`config.mk`:
```
export PLATFORM = sky130hd
export DESIGN_NAME = pfa_csr
export DESIGN_NICKNAME = d
export VERILOG_FILES = /design/src/hdl/pfa_pkg.sv /design/src/hdl/pfa_csr.sv
export SDC_FILE = /design/constraint.sdc
export NUM_CORES = 1
export LEC_CHECK = 0
export BUFFER_PORTS_ARGS = -buffer_cell sky130_fd_sc_hd__buf_2
export CORE_MARGIN = 2
export CORE_UTILIZATION = 39
export DETAILED_ROUTE_END_ITERATION = 16
export PLACE_DENSITY = 0.8
export SYNTH_ARGS = -nofsm -noshare
export SYNTH_HDL_FRONTEND = slang
export SYNTH_SLANG_ARGS = --single-unit
```
`constraint.sdc`:
```
create_clock -name clock -period 0.9 [get_ports clock]
set_clock_uncertainty 0.2 [all_clocks]
set_input_delay 0 -clock clock [delete_from_list [all_inputs] [get_ports clock]]
set_output_delay 0 -clock clock [all_outputs]
set_load 0.05 [all_outputs]
```
`src/hdl/pfa_pkg.sv`:
```
`default_nettype none
package pfa_pkg;

   localparam int NUM_PAGES = 1024;
   localparam int PAGE_W    = 10;
   localparam int CNT_W     = 11;
   localparam int FLAG_W    = 8;
   localparam int PT_W      = FLAG_W + 1;
   localparam int UF_W      = 5;
   localparam int CSR_AW    = 3;
   localparam int CSR_DW    = 32;

   localparam int FL_USED = 5;
   localparam int FL_HEAD = 6;
   localparam int FL_PIN  = 7;

   typedef logic [2:0] cmd_code_type;
   localparam cmd_code_type CMD_ALLOC_ONE = 3'd0;
   localparam cmd_code_type CMD_ALLOC_RUN = 3'd1;
   localparam cmd_code_type CMD_FREE      = 3'd2;
   localparam cmd_code_type CMD_QUERY     = 3'd3;
   localparam cmd_code_type CMD_INIT      = 3'd4;

   typedef logic [1:0] status_type;
   localparam status_type ST_OK        = 2'd0;
   localparam status_type ST_NO_FREE   = 2'd1;
   localparam status_type ST_NOT_HEAD  = 2'd2;
   localparam status_type ST_BAD_COUNT = 2'd3;

   localparam logic REG_FIRST = 1'b0;
   localparam logic REG_LAST  = 1'b1;

   typedef struct packed {
      logic [2:0]        cmd;
      logic [PAGE_W-1:0] page_number;
      logic [CNT_W-1:0]  run_len;
      logic [UF_W-1:0]   user_flags;
   } req_type;

   typedef struct packed {
      status_type        status;
      logic [PAGE_W-1:0] result_page;
      logic              is_ram;
      logic [CNT_W-1:0]  free_count;
   } rsp_type;

   typedef struct packed {
      logic [PAGE_W-1:0] first_ram_page;
      logic [PAGE_W-1:0] last_ram_page;
   } cfg_type;

   typedef enum logic [3:0] {
      S_IDLE, S_INIT, S_A1_RD, S_A1_WR, S_Q_RD, S_Q_WAIT, S_SCAN, S_REBUILD,
      S_COMPACT, S_MARK, S_F_RD, S_F_CHK, S_DONE
   } state_type;

endpackage
`default_nettype wire

```
`src/hdl/pfa_csr.sv`:
```
`default_nettype none
module pfa_csr (
   input  wire logic                          clock,
   input  wire logic                          reset,
   input  wire logic                          csr_psel,
   input  wire logic                          csr_penable,
   input  wire logic                          csr_pwrite,
   input  wire logic [pfa_pkg::CSR_AW-1:0]    csr_paddr,
   input  wire logic [pfa_pkg::CSR_DW-1:0]    csr_pwdata,
   output logic      [pfa_pkg::CSR_DW-1:0]    csr_prdata,
   output logic                               csr_pready,
   output pfa_pkg::cfg_type                   cfg
);
   import pfa_pkg::*;

   logic [PAGE_W-1:0] first_ff, first_in;
   logic [PAGE_W-1:0] last_ff, last_in;
   logic              wr;

   assign wr = csr_psel && csr_penable && csr_pwrite;

   always_comb begin
      first_in = first_ff;
      last_in  = last_ff;
      if (wr) begin
         if (csr_paddr[2] == REG_LAST) begin
            last_in = csr_pwdata[PAGE_W-1:0];
         end else begin
            first_in = csr_pwdata[PAGE_W-1:0];
         end
      end
   end

   always_ff @(posedge clock) begin
      if (reset) begin
         first_ff <= '0;
         last_ff  <= '1;
      end else begin
         first_ff <= first_in;
         last_ff  <= last_in;
      end
   end

   assign csr_pready = 1'b1;
   assign csr_prdata = (csr_paddr[2] == REG_LAST) ? CSR_DW'(last_ff) : CSR_DW'(first_ff);
   assign cfg.first_ram_page = first_ff;
   assign cfg.last_ram_page  = last_ff;

endmodule
`default_nettype wire

```
==> flow_metrics.py <==
metrics = {
    "run_status": {
        "outcome": "complete, but fails checks",
        "violations": "negative setup slack",
    },
    "setup_path": {
        "crit_start": "first_ff[2]",
        "cp_max_fo": 2,
        "startpoint_type": "register",
        "cp-end-kind": "primary output",
        "critPathMaxStageDelay_ns": 0.37,
        "path_class": "reg2out",
        "critPathTopFamily": "flip-flops",
        "cp_slowest_cell": "dfxtp_4",
        "worst_ep_required_time_ns": 0.70,
        "cp_data_arrival_time_ns": 1.13,
        "r2r-start": "first_ff[4]",
        "crit_chain": "mux2_4 -> buf_6",
        "path_buf_inv": 1,
    },
    "floorplanning": {
        "fp-row-count": 19,
        "die_w_um": 58.3,
        "core-area_mm2": 0.00278,
        "dieArea_mm2": 0.00340,
        "ios": 93,
        "fp.dieH_um": 58.3,
        "start_util": 0.414,
    },
    "grt": {
        "grt_antenna_before_repair": 0,
        "first_global_vias": 1142,
        "grt_max_degree": 41,
        "grt_pass1_wl_um": 5750,
        "grt_usage": 0.235,
        "grt_overflow": 0,
    },
    "synth": {
        "ys_ff_latch": 20,
        "yosysMostFrequentCell": "buf_4",
        "ys_dominant_reg_cell": "dfxtp_1",
        "yosysTopAreaCellShare": 0.348,
        "avgSynthCellArea_um2": 9.28,
        "ys_warn_count": 0,
        "synth_area_leaders": "dfxtp_1 (35%), mux2i_1 (17%), buf_4 (16%)",
        "async_reset_ff_frac": 0,
        "synthTopCellsByCount": "buf_4 (24), dfxtp_1 (20), mux2i_1 (20), nand2b_1 (20), nor2_1 (20)",
        "synth_area_leader_cell": "dfxtp_1",
        "seq_area_frac_synth": 0.348,
        "netlist_instances": 124,
        "synth_fa_ha_area_frac": 0,
        "synth-compound-area-share": 0,
        "synth_edf_count": 0,
        "synth_area_mm2": 0.00115,
        "synth.distinct_cells": 12,
        "synthSimpleGateAreaFrac": 0.190,
        "muxShareOfSynthArea": 0.272,
        "synth-xor-area-share": 0,
        "synth_top_family_by_area": "multiplexers",
    },
    "detailed_routing": {
        "dr_total_vias": 1159,
        "drc": 0,
        "avgRoutedWirePerCell_um": 18.8,
        "drtIter0Drc": 59,
        "dr.pass1.iters": 4,
        "antenna_left": 0,
        "wl_um": 4420,
        "vias_per_cell": 4.93,
    },
    "timing": {
        "worst_slack_ns": -0.431,
        "finalMaxSlewViolations": 0,
        "tns_ns": -10.78,
        "tightest_slew_ns": 0.517,
        "finalCritPeriodShare": 1.48,
        "fmax_mhz": 751,
        "rsz0062_at_grt": "true",
        "period_minus_slack_ns": 1.33,
        "maxSlewHeadroom": 0.655,
        "setup_viol": 48,
        "hold_violations": 0,
    },
    "cts": {
        "htreeDepth": 1,
        "clkTransAtPathRegs_ns": 0.13,
        "numCtsBuffers": 3,
        "clock-sinks": 20,
        "clk_latency_ns": 0.32,
        "cts_tree": "yes",
        "cts_max_path_buffers": 2,
        "clock-root-buffer": "clkbuf_4",
    },
    "finish": {
        "final_cells": 235,
        "nets": 245,
        "drive_above_1_share": 0.623,
        "fillerInstances": 130,
        "diodes": 0,
        "syn2layout_area_growth_pct": 98.3,
    },
    "pwr": {
        "power_density_mw_per_mm2": 1130,
        "total_power_w": 0.00257,
        "leakage_nw": 1.01,
        "ir_drop_uv": 1580,
    },
    "min_path": {
        "min_from": "csr_penable",
        "hold_class": "in2reg",
    },
    "placed_design": {
        "gp_congestion": 0.702,
        "port_buffers": 45,
        "preCtsSetupSlack_ns": -0.178,
        "place_inst": 213,
        "dp_hpwl_um": 2110,
    },
    "flow_run": {
        "cap_violations": 0,
    },
}
-- area by class of cell --
class                           count  area (µm²)  area share
Tap cell                           31        38.8      0.0170
Clock buffer                        3        22.5     0.00987
Sequential cell                    20         475       0.208
Clock inverter                      1        30.0      0.0132
Multi-Input combinational cell     95         768       0.337
Timing Repair Buffer               85         947       0.415
-- layout by cell type, fill, tap and decap left out --
master         count
nand2b_1          14
dfxtp_4           20
buf_8             22
and4_1             1
buf_2             14
buf_4              4
conb_1            23
and4b_1            1
buf_6             31
mux2_4            10
nor2_1            10
clkbuf_4           4
nor2_4             7
buf_12             3
nand2b_4           6
mux2i_1           18
mux2i_2            2
dlygate4sd3_1     10
nor2_2             3
bufinv_16          1
-- sequential cells by signal (all words and copies together) (netlist names) --
name / cells
last_ff: 10
first_ff: 10
-- final timing paths --
| check | to | slack [ns] | depth (start not counted) |
|---|---|---|---|
| hold reg to reg | first_ff[0] | 0.42 | 3 |
| hold / removal | first_ff[7] | 0.07 | 4 |
| setup reg to reg | first_ff[4] | -0.28 | 5 |
| setup / recovery | csr_prdata[2] | -0.43 | 2 |
-- power by group --
part	total, W	switching, W	internal, W
sequential	0.000874	0.0000157	0.000859
clock	0.000760	0.000309	0.000451
combinational	0.000935	0.000594	0.000341
-- repair_timing --
action / 4_1_cts / 5_1_grt
pin swaps: 3 / 5
hold endpoints to repair: 20 / 0
hold buffers: 10 / 0
gates resized for setup: 110 / 32
cloned: 0 / 0
buffers inserted: 6 / 13
endpoints found under the setup margin: 46 / 50
-- worst register-to-register path, cell delays in order, from the launching register on --
cell	delay (ns)
dfxtp_4	0.36
buf_4	0.13
buf_6	0.11
buf_4	0.13
nand2b_1	0.08
mux2i_1	0.07
-- layer usage --
layer | up-vias | track usage | routed length (µm)
met3 | 18 | 0.0264 | 283
met1 | 551 | 0.245 | 1540
li1 | 520 | - | -
met4 | 0 | 0.126 | 240
met5 | - | 0 | 0
met2 | 70 | 0.451 | 2360
-- stage by stage --
| stage | hold slack [ns] | utilization | cell area [µm²] |
|---|---|---|---|
| final | 0.0720 | 0.821 | 2280 |
| after global routing | 0.0699 | 0.821 | 2280 |
| after CTS | 0.0381 | 0.779 | 2170 |
| after detailed placement | 0.0718 | 0.574 | 1600 |
| after global placement | 0.0631 | 0.574 | 1600 |
| after floorplan | -0.0553 | - | 1340 |
-- cell families (layout without fill, tap and decap cells) --
kind of cell | Yosys count | after routing
multiplexers | 30 | 30
buffers and inverters | 30 | 89
flip-flops | 20 | 20
other | 2 | 23
AND/OR/NAND/NOR | 42 | 42
Power figures use the tool's default switching activity.
