[config.mk]
export PLATFORM = sky130hd
export DESIGN_NAME = pfa_ctrl
export DESIGN_NICKNAME = d
export VERILOG_FILES = /design/src/hdl/pfa_pkg.sv /design/src/hdl/pfa_ctrl.sv
export SDC_FILE = /design/constraint.sdc
export NUM_CORES = 1
export LEC_CHECK = 0
export ABC_AREA = 1
export ABC_CLOCK_PERIOD_IN_PS = 5050
export BUFFER_PORTS_ARGS = -buffer_cell sky130_fd_sc_hd__buf_2
export CORE_MARGIN = 5
export CORE_UTILIZATION = 55
export DETAILED_ROUTE_END_ITERATION = 7
export MAX_ROUTING_LAYER = met4
export PLACE_DENSITY_LB_ADDON = 0.05
export SLEW_MARGIN = 20
export SYNTH_ARGS = -nofsm -noshare
export SYNTH_HDL_FRONTEND = slang
export SYNTH_SLANG_ARGS = --single-unit
[constraint.sdc]
create_clock -name clock -period 5.05 [get_ports clock]
set_input_delay 1.2625 -clock clock [delete_from_list [all_inputs] [get_ports clock]]
set_output_delay 1.2625 -clock clock [all_outputs]
set_load 0.02 [all_outputs]
[src/hdl/pfa_pkg.sv]
`default_nettype none
package pfa_pkg;

   localparam int NUM_PAGES = 1024;
   localparam int PAGE_W    = 10;
   localparam int CNT_W     = 11;
   localparam int FLAG_W    = 8;
   localparam int PT_W      = FLAG_W + 1;
   localparam int UF_W      = 5;
   localparam int CSR_AW    = 3;
   localparam int CSR_DW    = 32;

   localparam int FL_USED = 5;
   localparam int FL_HEAD = 6;
   localparam int FL_PIN  = 7;

   typedef logic [2:0] cmd_code_type;
   localparam cmd_code_type CMD_ALLOC_ONE = 3'd0;
   localparam cmd_code_type CMD_ALLOC_RUN = 3'd1;
   localparam cmd_code_type CMD_FREE      = 3'd2;
   localparam cmd_code_type CMD_QUERY     = 3'd3;
   localparam cmd_code_type CMD_INIT      = 3'd4;

   typedef logic [1:0] status_type;
   localparam status_type ST_OK        = 2'd0;
   localparam status_type ST_NO_FREE   = 2'd1;
   localparam status_type ST_NOT_HEAD  = 2'd2;
   localparam status_type ST_BAD_COUNT = 2'd3;

   localparam logic REG_FIRST = 1'b0;
   localparam logic REG_LAST  = 1'b1;

   typedef struct packed {
      logic [2:0]        cmd;
      logic [PAGE_W-1:0] page_number;
      logic [CNT_W-1:0]  run_len;
      logic [UF_W-1:0]   user_flags;
   } req_type;

   typedef struct packed {
      status_type        status;
      logic [PAGE_W-1:0] result_page;
      logic              is_ram;
      logic [CNT_W-1:0]  free_count;
   } rsp_type;

   typedef struct packed {
      logic [PAGE_W-1:0] first_ram_page;
      logic [PAGE_W-1:0] last_ram_page;
   } cfg_type;

   typedef enum logic [3:0] {
      S_IDLE, S_INIT, S_A1_RD, S_A1_WR, S_Q_RD, S_Q_WAIT, S_SCAN, S_REBUILD,
      S_COMPACT, S_MARK, S_F_RD, S_F_CHK, S_DONE
   } state_type;

endpackage
`default_nettype wire

[src/hdl/pfa_ctrl.sv]
`default_nettype none
module pfa_ctrl (
   input  wire logic                         clock,
   input  wire logic                         reset,
   input  pfa_pkg::cfg_type                  cfg,
   input  wire logic                         req_valid,
   output logic                              req_stall,
   input  pfa_pkg::req_type                  req_word,
   output logic                              rsp_valid,
   input  wire logic                         rsp_stall,
   output pfa_pkg::rsp_type                  rsp_word,
   output logic                              fl_we,
   output logic [pfa_pkg::PAGE_W-1:0]        fl_waddr,
   output logic [pfa_pkg::PAGE_W-1:0]        fl_wdata,
   output logic [pfa_pkg::PAGE_W-1:0]        fl_raddr,
   input  wire logic [pfa_pkg::PAGE_W-1:0]   fl_rdata,
   output logic                              pt_we,
   output logic [pfa_pkg::PAGE_W-1:0]        pt_waddr,
   output logic [pfa_pkg::PT_W-1:0]          pt_wdata,
   output logic [pfa_pkg::PAGE_W-1:0]        pt_raddr,
   input  wire logic [pfa_pkg::PT_W-1:0]     pt_rdata
);
   import pfa_pkg::*;

   localparam logic [CNT_W-1:0] LAST_PAGE = CNT_W'(NUM_PAGES - 1);
   localparam logic [CNT_W-1:0] ALL_PAGES = CNT_W'(NUM_PAGES);

   state_type         state_ff, state_in;
   req_type           req_ff, req_in;
   logic [CNT_W-1:0]  fp_ff, fp_in;
   logic [CNT_W-1:0]  k_ff, k_in;
   logic [CNT_W-1:0]  dk_ff, dk_in;
   logic [CNT_W-1:0]  n_ff, n_in;
   logic [CNT_W-1:0]  len_ff, len_in;
   logic [CNT_W-1:0]  start_ff, start_in;
   logic [CNT_W-1:0]  limit_ff, limit_in;
   logic [PAGE_W-1:0] prev_ff, prev_in;
   logic [PAGE_W-1:0] head_ff, head_in;
   logic              pend_ff, pend_in;
   logic              retry_ff, retry_in;
   logic              first_ff, first_in;
   logic              out_en_ff, out_en_in;
   status_type        res_status_ff, res_status_in;
   logic [PAGE_W-1:0] res_page_ff, res_page_in;
   logic              res_ram_ff, res_ram_in;
   logic              rsp_valid_ff, rsp_valid_in;
   rsp_type           rsp_ff, rsp_in;

   logic              acc;
   logic              scan_cont, scan_found, scan_fail;
   logic [CNT_W-1:0]  len_nx, start_nx;
   logic              rb_add, rb_last;
   logic [CNT_W-1:0]  n_fin;
   logic              in_rng, init_last;
   logic [CNT_W-1:0]  init_n;
   logic              compact_end, mark_last, fr_ok, out_free;
   logic [FLAG_W-1:0] run_flags;

   assign acc       = req_valid && !req_stall;
   assign req_stall = (state_ff != S_IDLE);
   assign out_free  = !rsp_valid_ff || !rsp_stall;

   // run search: consecutive page numbers in adjacent list slots
   assign scan_cont  = (len_ff != '0) && ({1'b0, fl_rdata} == {1'b0, prev_ff} + CNT_W'(1));
   assign len_nx     = scan_cont ? len_ff + CNT_W'(1) : CNT_W'(1);
   assign start_nx   = scan_cont ? start_ff : dk_ff;
   assign scan_fail  = pend_ff && !scan_cont && (dk_ff > limit_ff);
   assign scan_found = pend_ff && !scan_fail && (len_nx == req_ff.run_len);

   assign rb_add  = pt_rdata[FLAG_W] && !pt_rdata[FL_USED];
   assign rb_last = pend_ff && (dk_ff == LAST_PAGE);
   assign n_fin   = n_ff + CNT_W'(rb_add);

   assign in_rng    = (k_ff[PAGE_W-1:0] >= cfg.first_ram_page) &&
                      (k_ff[PAGE_W-1:0] <= cfg.last_ram_page);
   assign init_last = (k_ff == LAST_PAGE);
   assign init_n    = n_ff + CNT_W'(in_rng);

   assign compact_end = !pend_ff && (k_ff >= fp_ff);
   assign mark_last   = (k_ff == req_ff.run_len - CNT_W'(1));
   assign fr_ok = first_ff ? (pt_rdata[FL_HEAD] && pt_rdata[FL_USED])
                           : (pt_rdata[FLAG_W] && !pt_rdata[FL_HEAD] && pt_rdata[FL_USED]);

   always_comb begin
      run_flags          = {3'b000, req_ff.user_flags};
      run_flags[FL_USED] = 1'b1;
      run_flags[FL_PIN]  = (req_ff.run_len > CNT_W'(1));
      if (k_ff == '0) begin
         run_flags[FL_HEAD] = 1'b1;
      end
   end

   // next state
   always_comb begin
      state_in = state_ff;
      case (state_ff)
         S_IDLE: begin
            if (acc) begin
               case (req_word.cmd)
                  CMD_ALLOC_ONE: state_in = (fp_ff == '0) ? S_DONE : S_A1_RD;
                  CMD_ALLOC_RUN: begin
                     if (req_word.run_len == '0 || req_word.run_len > fp_ff) begin
                        state_in = S_DONE;
                     end else begin
                        state_in = S_SCAN;
                     end
                  end
                  CMD_FREE:  state_in = S_F_RD;
                  CMD_QUERY: state_in = S_Q_RD;
                  CMD_INIT:  state_in = S_INIT;
                  default:   state_in = S_DONE;
               endcase
            end
         end
         S_INIT:   if (init_last) state_in = out_en_ff ? S_DONE : S_IDLE;
         S_A1_RD:  state_in = S_A1_WR;
         S_A1_WR:  state_in = S_DONE;
         S_Q_RD:   state_in = S_Q_WAIT;
         S_Q_WAIT: state_in = S_DONE;
         S_SCAN: begin
            if (scan_found) begin
               state_in = S_COMPACT;
            end else if (scan_fail) begin
               state_in = retry_ff ? S_DONE : S_REBUILD;
            end
         end
         S_REBUILD: begin
            if (rb_last) state_in = (req_ff.run_len > n_fin) ? S_DONE : S_SCAN;
         end
         S_COMPACT: if (compact_end) state_in = S_MARK;
         S_MARK:    if (mark_last) state_in = S_DONE;
         S_F_RD:    state_in = S_F_CHK;
         S_F_CHK: begin
            if (!fr_ok || k_ff == LAST_PAGE) begin
               state_in = S_DONE;
            end else begin
               state_in = S_F_RD;
            end
         end
         S_DONE:  if (out_free) state_in = S_IDLE;
         default: state_in = S_IDLE;
      endcase
   end

   // datapath and memory ports
   always_comb begin
      req_in        = req_ff;
      fp_in         = fp_ff;
      k_in          = k_ff;
      dk_in         = dk_ff;
      n_in          = n_ff;
      len_in        = len_ff;
      start_in      = start_ff;
      limit_in      = limit_ff;
      prev_in       = prev_ff;
      head_in       = head_ff;
      pend_in       = pend_ff;
      retry_in      = retry_ff;
      first_in      = first_ff;
      out_en_in     = out_en_ff;
      res_status_in = res_status_ff;
      res_page_in   = res_page_ff;
      res_ram_in    = res_ram_ff;
      rsp_in        = rsp_ff;
      rsp_valid_in  = rsp_valid_ff && rsp_stall;
      fl_we         = 1'b0;
      fl_waddr      = '0;
      fl_wdata      = '0;
      fl_raddr      = k_ff[PAGE_W-1:0];
      pt_we         = 1'b0;
      pt_waddr      = '0;
      pt_wdata      = '0;
      pt_raddr      = k_ff[PAGE_W-1:0];
      case (state_ff)
         S_IDLE: begin
            if (acc) begin
               req_in        = req_word;
               out_en_in     = 1'b1;
               res_status_in = ST_OK;
               res_page_in   = '0;
               res_ram_in    = 1'b0;
               k_in          = '0;
               n_in          = '0;
               len_in        = '0;
               pend_in       = 1'b0;
               retry_in      = 1'b0;
               first_in      = 1'b1;
               limit_in      = fp_ff - req_word.run_len;
               case (req_word.cmd)
                  CMD_ALLOC_ONE: if (fp_ff == '0) res_status_in = ST_NO_FREE;
                  CMD_ALLOC_RUN: begin
                     if (req_word.run_len == '0) begin
                        res_status_in = ST_BAD_COUNT;
                     end else if (req_word.run_len > fp_ff) begin
                        res_status_in = ST_NO_FREE;
                     end
                  end
                  CMD_FREE: k_in = {1'b0, req_word.page_number};
                  default: ;
               endcase
            end
         end
         S_INIT: begin
            pt_we    = 1'b1;
            pt_waddr = k_ff[PAGE_W-1:0];
            pt_wdata = {in_rng, {FLAG_W{1'b0}}};
            fl_we    = in_rng;
            fl_waddr = n_ff[PAGE_W-1:0];
            fl_wdata = k_ff[PAGE_W-1:0];
            n_in     = init_n;
            k_in     = k_ff + CNT_W'(1);
            if (init_last) fp_in = init_n;
         end
         S_A1_RD: fl_raddr = PAGE_W'(fp_ff - CNT_W'(1));
         S_A1_WR: begin
            pt_we              = 1'b1;
            pt_waddr           = fl_rdata;
            pt_wdata           = {1'b1, 3'b000, req_ff.user_flags};
            pt_wdata[FL_USED]  = 1'b1;
            pt_wdata[FL_HEAD]  = 1'b1;
            fp_in              = fp_ff - CNT_W'(1);
            res_page_in        = fl_rdata;
         end
         S_Q_RD:   pt_raddr = req_ff.page_number;
         S_Q_WAIT: res_ram_in = pt_rdata[FLAG_W];
         S_SCAN: begin
            k_in    = k_ff + CNT_W'(1);
            dk_in   = k_ff;
            pend_in = 1'b1;
            if (pend_ff) begin
               prev_in  = fl_rdata;
               len_in   = len_nx;
               start_in = start_nx;
               if (!scan_cont) head_in = fl_rdata;
            end
            if (scan_found) begin
               k_in    = start_nx + req_ff.run_len;
               pend_in = 1'b0;
            end else if (scan_fail) begin
               k_in    = '0;
               n_in    = '0;
               pend_in = 1'b0;
               if (retry_ff) res_status_in = ST_NO_FREE;
            end
         end
         S_REBUILD: begin
            k_in    = k_ff + CNT_W'(1);
            dk_in   = k_ff;
            pend_in = 1'b1;
            if (pend_ff && rb_add) begin
               fl_we    = 1'b1;
               fl_waddr = n_ff[PAGE_W-1:0];
               fl_wdata = dk_ff[PAGE_W-1:0];
               n_in     = n_fin;
            end
            if (rb_last) begin
               fp_in    = n_fin;
               k_in     = '0;
               len_in   = '0;
               pend_in  = 1'b0;
               retry_in = 1'b1;
               limit_in = n_fin - req_ff.run_len;
               if (req_ff.run_len > n_fin) res_status_in = ST_NO_FREE;
            end
         end
         S_COMPACT: begin
            if (pend_ff) begin
               fl_we    = 1'b1;
               fl_waddr = PAGE_W'(dk_ff - req_ff.run_len);
               fl_wdata = fl_rdata;
            end
            if (k_ff < fp_ff) begin
               k_in    = k_ff + CNT_W'(1);
               dk_in   = k_ff;
               pend_in = 1'b1;
            end else begin
               pend_in = 1'b0;
            end
            if (compact_end) begin
               fp_in = fp_ff - req_ff.run_len;
               k_in  = '0;
            end
         end
         S_MARK: begin
            pt_we    = 1'b1;
            pt_waddr = head_ff + k_ff[PAGE_W-1:0];
            pt_wdata = {1'b1, run_flags};
            k_in     = k_ff + CNT_W'(1);
            if (mark_last) res_page_in = head_ff;
         end
         S_F_RD: ;
         S_F_CHK: begin
            if (!fr_ok) begin
               if (first_ff) res_status_in = ST_NOT_HEAD;
            end else begin
               pt_we    = 1'b1;
               pt_waddr = k_ff[PAGE_W-1:0];
               pt_wdata = {pt_rdata[FLAG_W], {FLAG_W{1'b0}}};
               if (fp_ff < ALL_PAGES) begin
                  fl_we    = 1'b1;
                  fl_waddr = fp_ff[PAGE_W-1:0];
                  fl_wdata = k_ff[PAGE_W-1:0];
                  fp_in    = fp_ff + CNT_W'(1);
               end
               first_in = 1'b0;
               k_in     = k_ff + CNT_W'(1);
            end
         end
         S_DONE: begin
            if (out_free) begin
               rsp_valid_in       = 1'b1;
               rsp_in.status      = res_status_ff;
               rsp_in.result_page = res_page_ff;
               rsp_in.is_ram      = res_ram_ff;
               rsp_in.free_count  = fp_ff;
            end
         end
         default: ;
      endcase
   end

   always_ff @(posedge clock) begin
      if (reset) begin
         state_ff     <= S_INIT;
         k_ff         <= '0;
         n_ff         <= '0;
         pend_ff      <= 1'b0;
         out_en_ff    <= 1'b0;
         rsp_valid_ff <= 1'b0;
         fp_ff        <= '0;
      end else begin
         state_ff     <= state_in;
         k_ff         <= k_in;
         n_ff         <= n_in;
         pend_ff      <= pend_in;
         out_en_ff    <= out_en_in;
         rsp_valid_ff <= rsp_valid_in;
         fp_ff        <= fp_in;
      end
   end

   always_ff @(posedge clock) begin
      req_ff        <= req_in;
      dk_ff         <= dk_in;
      len_ff        <= len_in;
      start_ff      <= start_in;
      limit_ff      <= limit_in;
      prev_ff       <= prev_in;
      head_ff       <= head_in;
      retry_ff      <= retry_in;
      first_ff      <= first_in;
      res_status_ff <= res_status_in;
      res_page_ff   <= res_page_in;
      res_ram_ff    <= res_ram_in;
      rsp_ff        <= rsp_in;
   end

   assign rsp_valid = rsp_valid_ff;
   assign rsp_word  = rsp_ff;

endmodule
`default_nettype wire

==> flow_summary.toml, run 1 <==
[global_routing]
antenna_found_initial = 0
grt_usage_pct = 33.9
grt-ovfl-total = 0
grt_pass1_vias = 12400
grt_max_degree = 35
grt_pass1_wl_um = 70900

[detailed_routing]
drt-initial-drc-count = 1416
drc = 0
drt-total-wl_um = 47700
drt-pass1-iter-count = 5
avgViaCountPerCell = 5.82
vias = 13500
ant_nets = 0
wire_per_inst_um = 20.6

[finish]
fin_nets = 2174
final_cell_mix = "398 x nand2_1, 267 x inv_1, 181 x nor2_1"
syn_to_final_growth_pct = 13.9
final_common_cell = "nand2_1"
drive_gt1_share_pct = 13.4
antenna_cells = 0

[clocking]
clockBufferDepth = 2
clock_sinks = 169
clock-root-buffer = "clkbuf_16"
insertion_delay_ps = 440
tritoncts = "done"
cts_buffers = 17
h-tree-depth = 4
cts.reportedPaths.clkPinSlew_ps = 70

[placed_design]
gp_congestion = 0.977
hpwl_um = 36600
port_buffers = 152

[critical_path]
cp.required_ps = 3790
cp_max_fo = 2
path_class = "primary input to output port"
crit_path_end_kind = "output port"
arrival_ps = 3560
start_kind = "primary input"

[die]
coreArea_um2 = 24200
rows = 57
ios = 159
die_width_um = 167
fp.dieH_um = 167
die_area_um2 = 27800
start_util_pct = 55.7

[sta]
hold_ws_ps = 418
worstMarginPinSlew_ps = 977
fin_skew_ps = 14.6
grt_setup_unrepaired = "false"
hold_viol = 0
tns_ps = 0
max_freq_mhz = 207
min_period_over_period_pct = 95.5
drv_slew = 0
report.final.setup_viol = 0
period_needed_ps = 4820
slew_headroom_pct = 34.6

[power_and_ir_drop]
p_leak_nw = 7.31
p_per_area_nw_per_um2 = 430
ir_drop_v = 0.000243

[yosys]
avgSynthCellArea_um2 = 7.48
yosys.cell_types.count = 59
synth-async-reset-ratio_pct = 0
netlist_area_um2 = 13500
synth_edf_count = 129
yosys_warnings = 0
synth.ff_latch_count = 169
syn-num-nets = 2001
synthCells = 1807
synthFlopType = "edfxtp_1"
synth-seq-area-share_pct = 34.6

[min_path]
hp-class = "register to register"

[flow_run]
drv_cap = 0

[outcome]
run_status = "completed"
cells in the mapped netlist, types with 4 or more instances:
master | number | area (um2)
inv_2 | 6 | 22.5
nor4_1 | 11 | 68.8
buf_2 | 5 | 25.0
nor2_4 | 4 | 45.0
a21boi_0 | 4 | 30.0
edfxtp_1 | 129 | 3870
nand3_1 | 94 | 470
a21o_1 | 4 | 30.0
o21bai_1 | 7 | 52.6
and2_1 | 4 | 25.0
o22ai_1 | 8 | 50.1
dfxtp_1 | 40 | 801
clkbuf_1 | 29 | 109
nand4_1 | 41 | 257
ha_1 | 116 | 1450
nand2_2 | 4 | 25.0
xor2_1 | 68 | 596
xnor2_1 | 11 | 96.3
nand3b_1 | 4 | 30.0
o31ai_1 | 4 | 30.0
inv_1 | 267 | 1000
o21ai_0 | 129 | 646
nor2_1 | 185 | 694
clkinv_1 | 4 | 15.0
a211oi_1 | 9 | 67.6
a31oi_1 | 6 | 37.5
or2_2 | 7 | 43.8
o221ai_1 | 20 | 175
nor3_1 | 16 | 80.1
a21oi_1 | 109 | 546
o211ai_1 | 10 | 75.1
a22oi_1 | 5 | 37.5
nor2_2 | 4 | 25.0
fa_1 | 6 | 120
a221oi_1 | 4 | 35.0
nand3_2 | 5 | 50.1
nand2_1 | 398 | 1490
final cells by class:
class	instances	area, um2
clock inverter	12	115
sequential	169	4670
timing repair buffer	194	1080
fill	2241	8860
tap	324	405
clock buffer	20	457
inverter	277	1040
multi-input combinational	1321	7620
per-stage QoR:
step	power (mW)	instances	utilization [%]	worst slack, ps	area, um2
after floorplan	4.14	1807	-	529	13500
after global placement	5.17	2285	61.1	251	14800
after detailed placement	5.21	2285	61.1	207	14800
after CTS	6.54	2317	63.5	221	15400
after global routing	7.00	2317	63.5	38.5	15400
final	6.62	2317	63.5	228	15400
state kept, by name (all words and copies together) (netlist names), 11 cells and up:
register / cells
len_ff: 11
limit_ff: 11
rsp_word: 24
n_ff: 11
dk_ff: 11
start_ff: 11
req_ff: 26
fp_ff: 11
k_ff: 11
critical path, stage by stage:
cell and delay [ps]:
buf_2 100, ha_1 280, inv_1 50, a21boi_0 60, o21ai_0 140, a21boi_0 90
o21ai_0 150, nand2_1 60, a21oi_1 110, o21ai_0 110, a21oi_2 250, nor2_1 60
o21ai_0 160, inv_1 120, nand2_1 150, nand4_1 160, buf_2 230
layer usage:
| layer | GRT usage [%] | wire length (um) |
|---|---|---|
| met5 | - | 0 |
| met4 | 13.5 | 2190 |
| met3 | 6.33 | 4440 |
| met2 | 52.9 | 21200 |
| met1 | 43.9 | 19800 |
cell families after synthesis:
family                     after synthesis  share of synthesized area, %
DFF                                    169                          34.6
buffers and inverters                  317                          9.13
and+or+nand+nor                        785                          25.1
xor gates and xnor gates                79                          5.12
adders and majority gates              122                          11.6
muxes                                    3                         0.241
AOI/OAI and AO/OA                      332                          14.2
where the power goes:
group	leakage (nW)	switching, mW	internal, mW
clock network	0.269	0.617	0.712
registers	1.51	0.217	1.79
logic	5.53	2.26	1.02
final timing paths:
kind / startpoint / slack, ps / endpoint / cells past startpoint
max: cfg[10] / 230 / fl_we / 17
min: res_page_ff[3] / 420 / rsp_word[15] / 0
max reg2reg: prev_ff[0] / 860 / k_ff[7] / 26
min reg2reg: res_page_ff[3] / 420 / rsp_word[15] / 0
timing repair:
item / in CTS / in global routing
endpoints found under the setup margin: 0 / 2
buffers inserted: 0 / 0
hold buffers: 0 / 0
resized for setup: 0 / 1
No activity file was read; power rests on OpenSTA's default activity.
==> inputs of run 2 (changes only) <==
- CORE_UTILIZATION: 55 -> 40
==> flow_summary.toml, run 2 (same netlist as run 1, synthesis figures left out) <==
[outcome]
run_status = "completed"

[finish]
syn_to_final_growth_pct = 15.3
largest_reg_flops = 26
antenna_cells = 0
regMostFlops = "req_ff"
final_common_cell = "nand2_1"
final_cell_mix = "398 x nand2_1, 266 x inv_1, 182 x nor2_1"
fin_nets = 2180
drive_gt1_share_pct = 13.7
fin_util_pct = 46.6

[critical_path]
start_kind = "primary input"
arrival_ps = 3490
r2r_slack_ps = 900
cp_slowest_cell = "ha_1"
max_stage_delay_ps = 280
r2r_cells = 26
path_class = "primary input to output port"
crit_path_end_kind = "output port"
cp.required_ps = 3790
cp_max_fo = 2
path_common_cell = "o21ai_0"
path_cells = "buf_2, ha_1, inv_1, a21boi_0, o21ai_0, a21boi_0, o21ai_0, nand2_1, a21oi_1, o21ai_0, a21oi_2, nor2_1, o21ai_0, inv_1, nand2_1, nand4_1, buf_2"

[global_routing]
grtUsageMet1_pct = 36.8
grt_pass1_wl_um = 77700
met3_usage_pct = 4.33
grt_usage_pct = 28.0
grt_pass1_vias = 12700
antenna_found_initial = 0
use_met2_pct = 44.2
busiest_layer = "met2"
grt_max_degree = 35
grt-ovfl-total = 0

[detailed_routing]
drt-pass1-iter-count = 7
wire_per_inst_um = 21.3
ant_nets = 0
avgViaCountPerCell = 5.44
drc = 0
vias = 13300
drt-initial-drc-count = 1104
drt-total-wl_um = 52200

[sta]
hold_viol = 0
worstMarginPinSlew_ps = 1140
slew_headroom_pct = 23.5
report.final.setup_viol = 0
drv_slew = 0
fin_skew_ps = 15.8
min_period_over_period_pct = 94.1
final.setup.worst_slack_ps = 297
max_freq_mhz = 210
period_needed_ps = 4750
grt_setup_unrepaired = "false"
tns_ps = 0

[placed_design]
hpwl_um = 40800
dpl_worst_slack_ps = 223
gp_congestion = 0.981
port_buffers = 152

[die]
ios = 159
coreArea_um2 = 33400
rows = 67
die_area_um2 = 37600
die_width_um = 194
start_util_pct = 40.4
fp.dieH_um = 194

[clocking]
clock-root-buffer = "clkbuf_16"
h-tree-depth = 4
clockBufferDepth = 2
clock_sinks = 169
insertion_delay_ps = 460
cts.reportedPaths.clkPinSlew_ps = 60
tritoncts = "done"
postCtsHoldBufs = 0
cts_buffers = 17

[power_and_ir_drop]
p_switching_mw = 3.17
p_per_area_nw_per_um2 = 429
ir_drop_v = 0.000257
power_frac_seq_pct = 30.3
p_leak_nw = 7.35
switching_share_pct = 47.5
intPower_mw = 3.51
pwr-share-comb_pct = 49.9
clock_power_share_pct = 19.9

[min_path]
min_path_cells = 0
hp-class = "register to register"

[flow_run]
drv_cap = 0
## run 2: cell count changes in the layout (fill, tap and decap cells not counted)
cell | previous run | this run
clkinv_2 | 1 | 4
nor2_1 | 181 | 182
inv_1 | 267 | 266
inv_2 | 6 | 7
inv_8 | 1 | 0
clkbuf_1 | 1 | 0
clkbuf_8 | 2 | 1
inv_6 | 3 | 4
nor2_2 | 8 | 7
buf_4 | 42 | 48
clkinvlp_4 | 4 | 3
## run 2: area by class of cell
type	instances	area, um2
repair buffers	200	1120
multi-input cells	1321	7620
inverters	277	1040
clock buffers	18	439
well taps	448	561
clock inverters	14	120
flip-flops and latches	169	4670
fillers	3397	17900
## run 2: routing by layer
metal,up-vias,share of wire [%],wire length [um]
li1,6433,-,-
met1,6221,44,22800
met2,549,46,24000
met3,99,6.7,3520
met4,0,3.7,1910
met5,-,0,0
## run 2: critical path, delay by kind of cell
family | cells | cell delay [ps]
buf+inv | 4 | 480
simple gates | 4 | 400
fa+ha+maj | 1 | 280
compound gates | 8 | 1050
## run 2: what timing repair did
action,CTS,global route
endpoints found under the setup margin,0,3
buffers inserted,0,2
gates resized for setup,0,2
## run 2: worst paths after layout
kind | startpoint | end
setup / recovery | cfg[10] | fl_we
hold / removal | res_page_ff[1] | rsp_word[13]
setup reg to reg | prev_ff[0] | k_ff[7]
hold reg to reg | res_page_ff[1] | rsp_word[13]
## run 2: power groups by stage
stage          registers [mW]  clock network (mW)  logic (mW)
4_1_cts                  2.02                1.36        3.29
5_1_grt                  2.04                1.41        3.68
3_3_place_gp             2.05                   0        3.26
3_5_place_dp             2.05                   0        3.27
2_1_floorplan            1.96                   0        2.18
6_report                 2.02                1.33        3.34
## run 2: stage by stage
| stage | power, mW | hold WS (ps) | std cells | instance area [um2] |
|---|---|---|---|---|
| after CTS | 6.67 | 422 | 2445 | 15600 |
| after global placement | 5.31 | 401 | 2413 | 15000 |
| final | 6.69 | 419 | 2447 | 15600 |
| after floorplan | 4.14 | 400 | 1807 | 13500 |
| after detailed placement | 5.32 | 405 | 2413 | 15000 |
| after global routing | 7.13 | 434 | 2447 | 15600 |
